==> src/hdl/pfs_pkg.sv <==
// Shared types and constants of the packet flow sampler.
package pfs_pkg;

    localparam int MAX_INTERFACES = 64;
    localparam int IF_W           = $clog2(MAX_INTERFACES);
    localparam int SLOTS          = MAX_INTERFACES * 6;
    localparam int SLOT_W         = $clog2(SLOTS);

    localparam logic [15:0] ETH_IPV4  = 16'h0800;
    localparam logic [15:0] ETH_IPV6  = 16'h86DD;
    localparam logic [7:0]  PROTO_TCP = 8'd6;
    localparam logic [7:0]  PROTO_UDP = 8'd17;
    localparam logic [5:0]  POS_MAX   = 6'd63;
    localparam logic [5:0]  MIN_FRAME = 6'd14;
    localparam logic [5:0]  HDR_V4    = 6'd34;
    localparam logic [5:0]  HDR_V6    = 6'd54;
    localparam logic [5:0]  L4_BYTES  = 6'd4;

    localparam logic [1:0]  CLS_OTHER = 2'd0;
    localparam logic [1:0]  CLS_V4    = 2'd1;
    localparam logic [1:0]  CLS_V6    = 2'd2;

    localparam logic        REG_SAMPLE_RATE = 1'b0;

    typedef enum logic [2:0] {
        K_PKT    = 3'd0,
        K_BYTE   = 3'd1,
        K_META   = 3'd2,
        K_SRC_HI = 3'd3,
        K_SRC_LO = 3'd4,
        K_DST_HI = 3'd5,
        K_DST_LO = 3'd6,
        K_DROP   = 3'd7
    } t_kind;

    typedef struct packed {
        logic [7:0]  data_byte;
        logic        first_byte;
        logic        last_byte;
        logic [5:0]  interface_index;
        logic        direction;
        logic [15:0] packet_length;
        logic [31:0] random_word;
        logic        sink_full;
    } t_in_word;

    typedef struct packed {
        logic [2:0]  record_kind;
        logic [63:0] record_word;
        logic        last_of_run;
    } t_out_word;

    typedef struct packed {
        logic  clr;
        logic  take;
        logic  upd;
        logic  div_init;
        logic  div_step;
        logic  load;
        t_kind kind;
        logic  last;
    } t_ctl_cmd;

    typedef struct packed {
        logic clr_done;
        logic in_last;
        logic frame_ok;
        logic need_div;
        logic div_last;
        logic sampled;
        logic sink_full;
        logic out_free;
    } t_dp_stat;

endpackage

==> src/hdl/pfs_ctrl.sv <==
// Sequencer: counter clear, byte intake, counter update, modulo, record emission.
module pfs_ctrl (
    input  logic              i_clk,
    input  logic              i_rst_n,
    input  logic              i_valid,
    output logic              o_ready,
    input  pfs_pkg::t_dp_stat i_stat,
    output pfs_pkg::t_ctl_cmd o_cmd
);

    typedef enum logic [5:0] {
        S_CLEAR = 6'b000001,
        S_IDLE  = 6'b000010,
        S_READ  = 6'b000100,
        S_WRITE = 6'b001000,
        S_DIV   = 6'b010000,
        S_EMIT  = 6'b100000
    } t_state;

    t_state        r_state, n_state;
    pfs_pkg::t_kind r_kind, n_kind;

    always_comb begin
        n_state = r_state;
        n_kind  = r_kind;
        o_ready = 1'b0;
        o_cmd   = '0;
        o_cmd.kind = r_kind;
        case (r_state)
            S_CLEAR: begin
                o_cmd.clr = 1'b1;
                if (i_stat.clr_done) begin
                    n_state = S_IDLE;
                end
            end
            S_IDLE: begin
                o_ready    = 1'b1;
                o_cmd.take = i_valid;
                if (i_valid && i_stat.in_last && i_stat.frame_ok) begin
                    n_state = S_READ;
                end
            end
            S_READ: begin
                n_state = S_WRITE;
            end
            S_WRITE: begin
                o_cmd.upd      = 1'b1;
                o_cmd.div_init = 1'b1;
                n_kind         = pfs_pkg::K_PKT;
                n_state        = i_stat.need_div ? S_DIV : S_EMIT;
            end
            S_DIV: begin
                o_cmd.div_step = 1'b1;
                if (i_stat.div_last) begin
                    n_state = S_EMIT;
                end
            end
            S_EMIT: begin
                if (i_stat.out_free) begin
                    o_cmd.load = 1'b1;
                    case (r_kind)
                        pfs_pkg::K_PKT:    n_kind = pfs_pkg::K_BYTE;
                        pfs_pkg::K_BYTE: begin
                            o_cmd.last = !i_stat.sampled;
                            n_kind = i_stat.sink_full ? pfs_pkg::K_DROP : pfs_pkg::K_META;
                        end
                        pfs_pkg::K_META:   n_kind = pfs_pkg::K_SRC_HI;
                        pfs_pkg::K_SRC_HI: n_kind = pfs_pkg::K_SRC_LO;
                        pfs_pkg::K_SRC_LO: n_kind = pfs_pkg::K_DST_HI;
                        pfs_pkg::K_DST_HI: n_kind = pfs_pkg::K_DST_LO;
                        pfs_pkg::K_DST_LO: o_cmd.last = 1'b1;
                        pfs_pkg::K_DROP:   o_cmd.last = 1'b1;
                        default:           o_cmd.last = 1'b1;
                    endcase
                    if (o_cmd.last) begin
                        n_state = S_IDLE;
                    end
                end
            end
            default: n_state = S_CLEAR;
        endcase
    end

    always_ff @(posedge i_clk) begin
        if (!i_rst_n) begin
            r_state <= S_CLEAR;
            r_kind  <= pfs_pkg::K_PKT;
        end else begin
            r_state <= n_state;
            r_kind  <= n_kind;
        end
    end

endmodule

==> config.mk <==
export PLATFORM = sky130hd
export DESIGN_NAME = pfs_ctrl
export DESIGN_NICKNAME = d
export VERILOG_FILES = /design/src/hdl/pfs_pkg.sv /design/src/hdl/pfs_ctrl.sv
export SDC_FILE = /design/constraint.sdc
export NUM_CORES = 1
export LEC_CHECK = 0
export BUFFER_PORTS_ARGS = -buffer_cell sky130_fd_sc_hd__clkbuf_2
export CAP_MARGIN = 20
export CORE_MARGIN = 4
export CORE_UTILIZATION = 46
export DETAILED_ROUTE_END_ITERATION = 7
export GPL_ROUTABILITY_DRIVEN = 0
export PLACE_DENSITY_LB_ADDON = 0.05
export SYNTH_ARGS = -nofsm -noshare
export SYNTH_HDL_FRONTEND = slang
export SYNTH_SLANG_ARGS = --single-unit
==> constraint.sdc <==
create_clock -name i_clk -period 1.92 [get_ports i_clk]
set_input_delay 0.192 -clock i_clk [delete_from_list [all_inputs] [get_ports i_clk]]
set_output_delay 0.192 -clock i_clk [all_outputs]
set_load 0.005 [all_outputs]
**Yosys cells after proc, flatten, opt, wreduce, memory -nomap -nowiden**

Cells that the tools add are included.

- Input bits: 11
- Output and inout bits: 11
- Word-level logic and storage cells: 52
- Bits in registers: 9

- Eq/ne operators: 19
- Muxes and demuxes: 23
- Reductions and logical operators: 8

Operators by type and width:

| kind | count |
|---|---|
| two-way mux 6 bit | 6 |
| one-hot mux 6 bit (6 select lines) | 1 |
| one-hot mux 3 bit (6 select lines) | 1 |
| == test 3 bit (second input constant) | 4 |
| two-way mux 1 bit | 10 |
| != test 2 bit (second input constant) | 5 |
| != test 7 x 1 -> 1 bit (second input constant) | 1 |
| == test 3 x 2 -> 1 bit (second input constant) | 2 |
| == test 6 x 1 -> 1 bit (second input constant) | 1 |
| == test 6 x 2 -> 1 bit (second input constant) | 1 |
| == test 6 x 3 -> 1 bit (second input constant) | 1 |
| == test 6 x 4 -> 1 bit (second input constant) | 1 |
| == test 6 x 5 -> 1 bit (second input constant) | 1 |
| == test 6 bit (second input constant) | 1 |
| two-way mux 3 bit | 2 |
| one-hot mux 3 bit (2 select lines) | 1 |
| AND reduction 5 bit | 1 |
| == test 3 x 1 -> 1 bit (second input constant) | 1 |
| logical NOT 3 bit | 1 |
| AND reduction 3 bit | 1 |
| logical AND 1 bit | 2 |
| two-way mux 2 bit | 1 |
| one-hot mux 1 bit (2 select lines) | 1 |
| nonzero test 2 bit | 1 |
| other kinds (2) | 2 |

**Longest topological paths before layout**

- Depth after elaboration: 8
- Gate-level depth with buffers: 7

**Worst setup path after synthesis**

OpenSTA, ideal clock, no wires.

- Path type: register to register
- From: reg r_state[1]
- To: reg r_state[1]
- Clock period less this slack: 1.769 ns
- Path slack: 0.151 ns
- Arrival: 1.636 ns
- Stages on the path, launching flop included: 7
- Cells stage by stage: dfxtp_1 buf_6 or4_4 or3_4 o221a_4 a21oi_1 a311oi_2

- Longest elaborated chain between the ends: 3
- Elaborated cells between the ends (all ways): 13
- Classes of those cells: eq/ne (11); mux (1); reduce/logical (1)

RTL lines:

| element | RTL line | source |
|---|---|---|
| from (decl) | pfs_ctrl.sv:20 | `t_state r_state, n_state;` |
| from (signal assigned) | pfs_ctrl.sv:89 | `r_state <= n_state;` |
| == test 6 bit (tied with other cells) | pfs_ctrl.sv:29 | `case (r_state)` |
| != test 2 bit (no line) | -- |  |
| AND reduction 5 bit (no line) | -- |  |

Several ways; a longest one is shown, not always the timed one.
A chain may end at the register's enable or synchronous reset.

**Worst setup path after layout**

- From: reg r_state[0]
- To: reg r_state[1]

The elaborated chain is that of the path after synthesis.

==> reports/qor.log <==
[status] run status complete, no violations
[die] Ports 22
[synth] leading post-synthesis cells by cell area dfxtp_1 28%, a21oi_1 6.9%, nor4b_1 5.4%
[synth] leading area contributor after synthesis dfxtp_1
[critical_path] arrival time of the worst setup path 1.94 ns
[pwr] leakage power 0.360 nW
[pwr] fraction of power spent switching nets 35.0%
[route] DR vias 706
[cts] total number of H-tree levels 1
[synth] number of enable-type register cells in the synthesized netlist 0
[die] number of placement rows 13
[pwr] power after layout 0.679 mW
[die] Total Die Area 2080 um^2
[critical_path] CP max stage cell or4_4
[route] DRC errors left 0
[route] first-pass iteration count of the detailed router 5
[finish] cell area after layout 813 um^2
[cts] Post-CTS Hold Fix Bufs 0
[timing] minimum setup slack in the final design 0.117 ns
[place] Port Buffer Count 21
[global_route] first-pass GRT wire length 2500 um
[synth] register area share after synthesis 27.7%
[cts] count of clock tree sinks 9
[pwr] internal cell power 0.441 mW
[timing] fin. max-slew vios 0
[timing] worst slew pin tran 0.374 ns
[route] via/cell ratio 5.60
[pwr] power per unit of standard cell area 835 nW/um^2
[cts] clock-pin transition on the worst setup and hold timing paths 0.06 ns
[die] die span in y 45.6 um
[pwr] clock network fraction of total power 22.2%
[cts] cell chosen for the clock root clkbuf_4
[run] Maximum Capacitance Violations 0
[finish] layout cell share with drive strength beyond 1 30.6%
[synth] Yosys cell types 31
[timing] final hold viol count 0
[finish] core occupancy in the finished layout 61.7%
[critical_path] timing startpoint of the critical path r_state[0]
[place] worst setup timing slack at the placement stage 0.132 ns
[min_path] type of the tightest min-delay check in -> reg
[min_path] launch point of the worst hold path i_stat[7]
[synth] area of the mapped netlist 651 um^2
[route] total wire length after detailed routing 1550 um
[synth] count of yosys warnings during synthesis 0
[critical_path] Worst path max stage delay 0.56 ns
[synth] fraction of synthesized cell area taken by the top area cell type 27.7%
[timing] crit share post-route 93.9%
[synth] Syn Area/Cell 7.57 um^2
[synth] top post-synthesis cells by count 9 x a21oi_1, 9 x dfxtp_1, 9 x nand2_1
[cts] number of clock buffers inserted by TritonCTS 3
[global_route] all-layer global routing usage 16.8%
[timing] Period minus WS final 1.80 ns
[timing] setup repair after global routing missed its margin no
[pwr] maximum ir drop on the vdd rail 419 uV
[critical_path] startpoint type of the worst setup path register
[critical_path] category of the most critical setup path reg -> reg
[global_route] antenna violations before repair 0
[timing] max-slew headroom at the worst pin 74.8%
[finish] synthesis-to-layout area growth 25.0%
[cts] clock network latency to the later pin of the worst-skew pair 0.27 ns
[synth] instance count of the mapped netlist 86
[critical_path] worst path required time 2.06 ns
[critical_path] Reg2Reg Launch Point r_state[0]
[route] Post-DRT Antenna Nets 0
[critical_path] Crit Path Max Fanout 7
[critical_path] worst path cell trace or4_4 > or3_4 > o221a_4 > a21oi_1 > a311oi_2
[finish] number of diodes 0
[pwr] portion of total power attributed to combinational logic 42.4%
[timing] setup_tns 0 ns
[route] Starting DRT DRC Count 7
[global_route] number of global-route vias before repair 607
[critical_path] endpoint class of the critical path register
[global_route] sum of overflow across all layers after global routing 0
[synth] fraction of registers with async set or reset after synthesis 0%
[die] floorplan core area 1320 um^2
[route] per-cell routed wire length 12.3 um
[pwr] net switching power of the design 0.238 mW
[die] width of the die 45.6 um
[synth] predominant post-synthesis flop cell dfxtp_1
[synth] number of synthesized register bits 9
[synth] post-synth net total 99
[global_route] largest net degree at the start of global routing 13
[cts] postcts setup bufs 0
[pwr] Flop pwr share 35.4%
[place] Placed Instance Area 781 um^2
[timing] final worst clock skew 0.00355 ns
[finish] layout net count 125
[timing] final setup vio count 0
[cts] Max clock buf depth 2
[cts] TritonCTS clock tree yes
[die] Starting Density 49.4%
[timing] maximum clock frequency 0.555 GHz
[place] post-detail-place hpwl 1200 um
[registers in the layout, indices dropped and copies added, names as in the netlist]
register  flops
r_state       6
r_kind        3
[layer usage]
layer  up-vias  wire [um]  global-route usage [%]
met2        28        699                    26.7
met5         -          0                       0
met3         0        115                    6.72
li1        362          -                       -
met1       316        739                    21.2
met4         0          0                    3.51
[path summary, 6_finish.rpt]
path           endpoint  slack [ns]  depth (start not counted)
min          r_state[0]        0.14                          2
max          r_state[1]        0.12                          5
max reg2reg  r_state[1]        0.12                          5
min reg2reg   r_kind[0]        0.60                          2
[power groups by stage]
stage,registers [mW],clock network (mW),logic [mW]
global route,0.244,0.170,0.320
floorplan,0.228,0,0.231
detailed placement,0.239,0,0.282
global placement,0.237,0,0.281
finish,0.240,0.151,0.288
CTS,0.235,0.158,0.284
[cell families (layout without fill, tap and decap cells)]
kind of cell / after synthesis / count (layout) / synth area share [%]
xor+xnor: 1 / 1 / 1.35
fa+ha+maj: 2 / 2 / 3.85
compound gates: 22 / 22 / 23.5
buf+inv: 12 / 37 / 8.85
simple gates: 40 / 40 / 34.8
flops: 9 / 9 / 27.7
[what timing repair did]
item / CTS / global route
setup endpoints to repair: 0 / 1
resized for setup: 0 / 1
hold endpoints to repair: 0 / 0
[worst max-delay path: cells and delay by family, from the launching register on]
| family | cells | cell delay [ns] |
|---|---|---|
| AO/OA/AOI/OAI | 3 | 0.37 |
| flip-flops | 1 | 0.36 |
| AND/OR/NAND/NOR | 2 | 0.95 |
[cell usage in the layout, fill, tap and decap left out, types with 3 or more instances in the layout]
cell type / Yosys / layout
a21oi_1: 9 / 9
buf_4: 1 / 5
clkbuf_2: 0 / 21
clkbuf_4: 0 / 3
dfxtp_1: 9 / 9
inv_1: 7 / 7
nand2_1: 9 / 9
nand3_1: 4 / 4
nor2_1: 7 / 7
nor3_1: 4 / 4
nor4b_1: 4 / 4
o21ai_0: 5 / 5
[metrics by stage]
stage               cells  hold slack (ns)
finish                126            0.137
global route          126            0.138
CTS                   126            0.129
detailed placement    122            0.418
global placement      122            0.421
floorplan              86            0.297
[final cells by class]
type / instances / area [um^2]
Tap cell: 15 / 18.8
Inverter: 7 / 26.3
Timing Repair Buffer: 26 / 143
Fill cell: 124 / 504
Sequential cell: 9 / 180
Multi-Input combinational cell: 65 / 419
Clock buffer: 4 / 26.3
No activity file was read; power rests on OpenSTA's default activity.
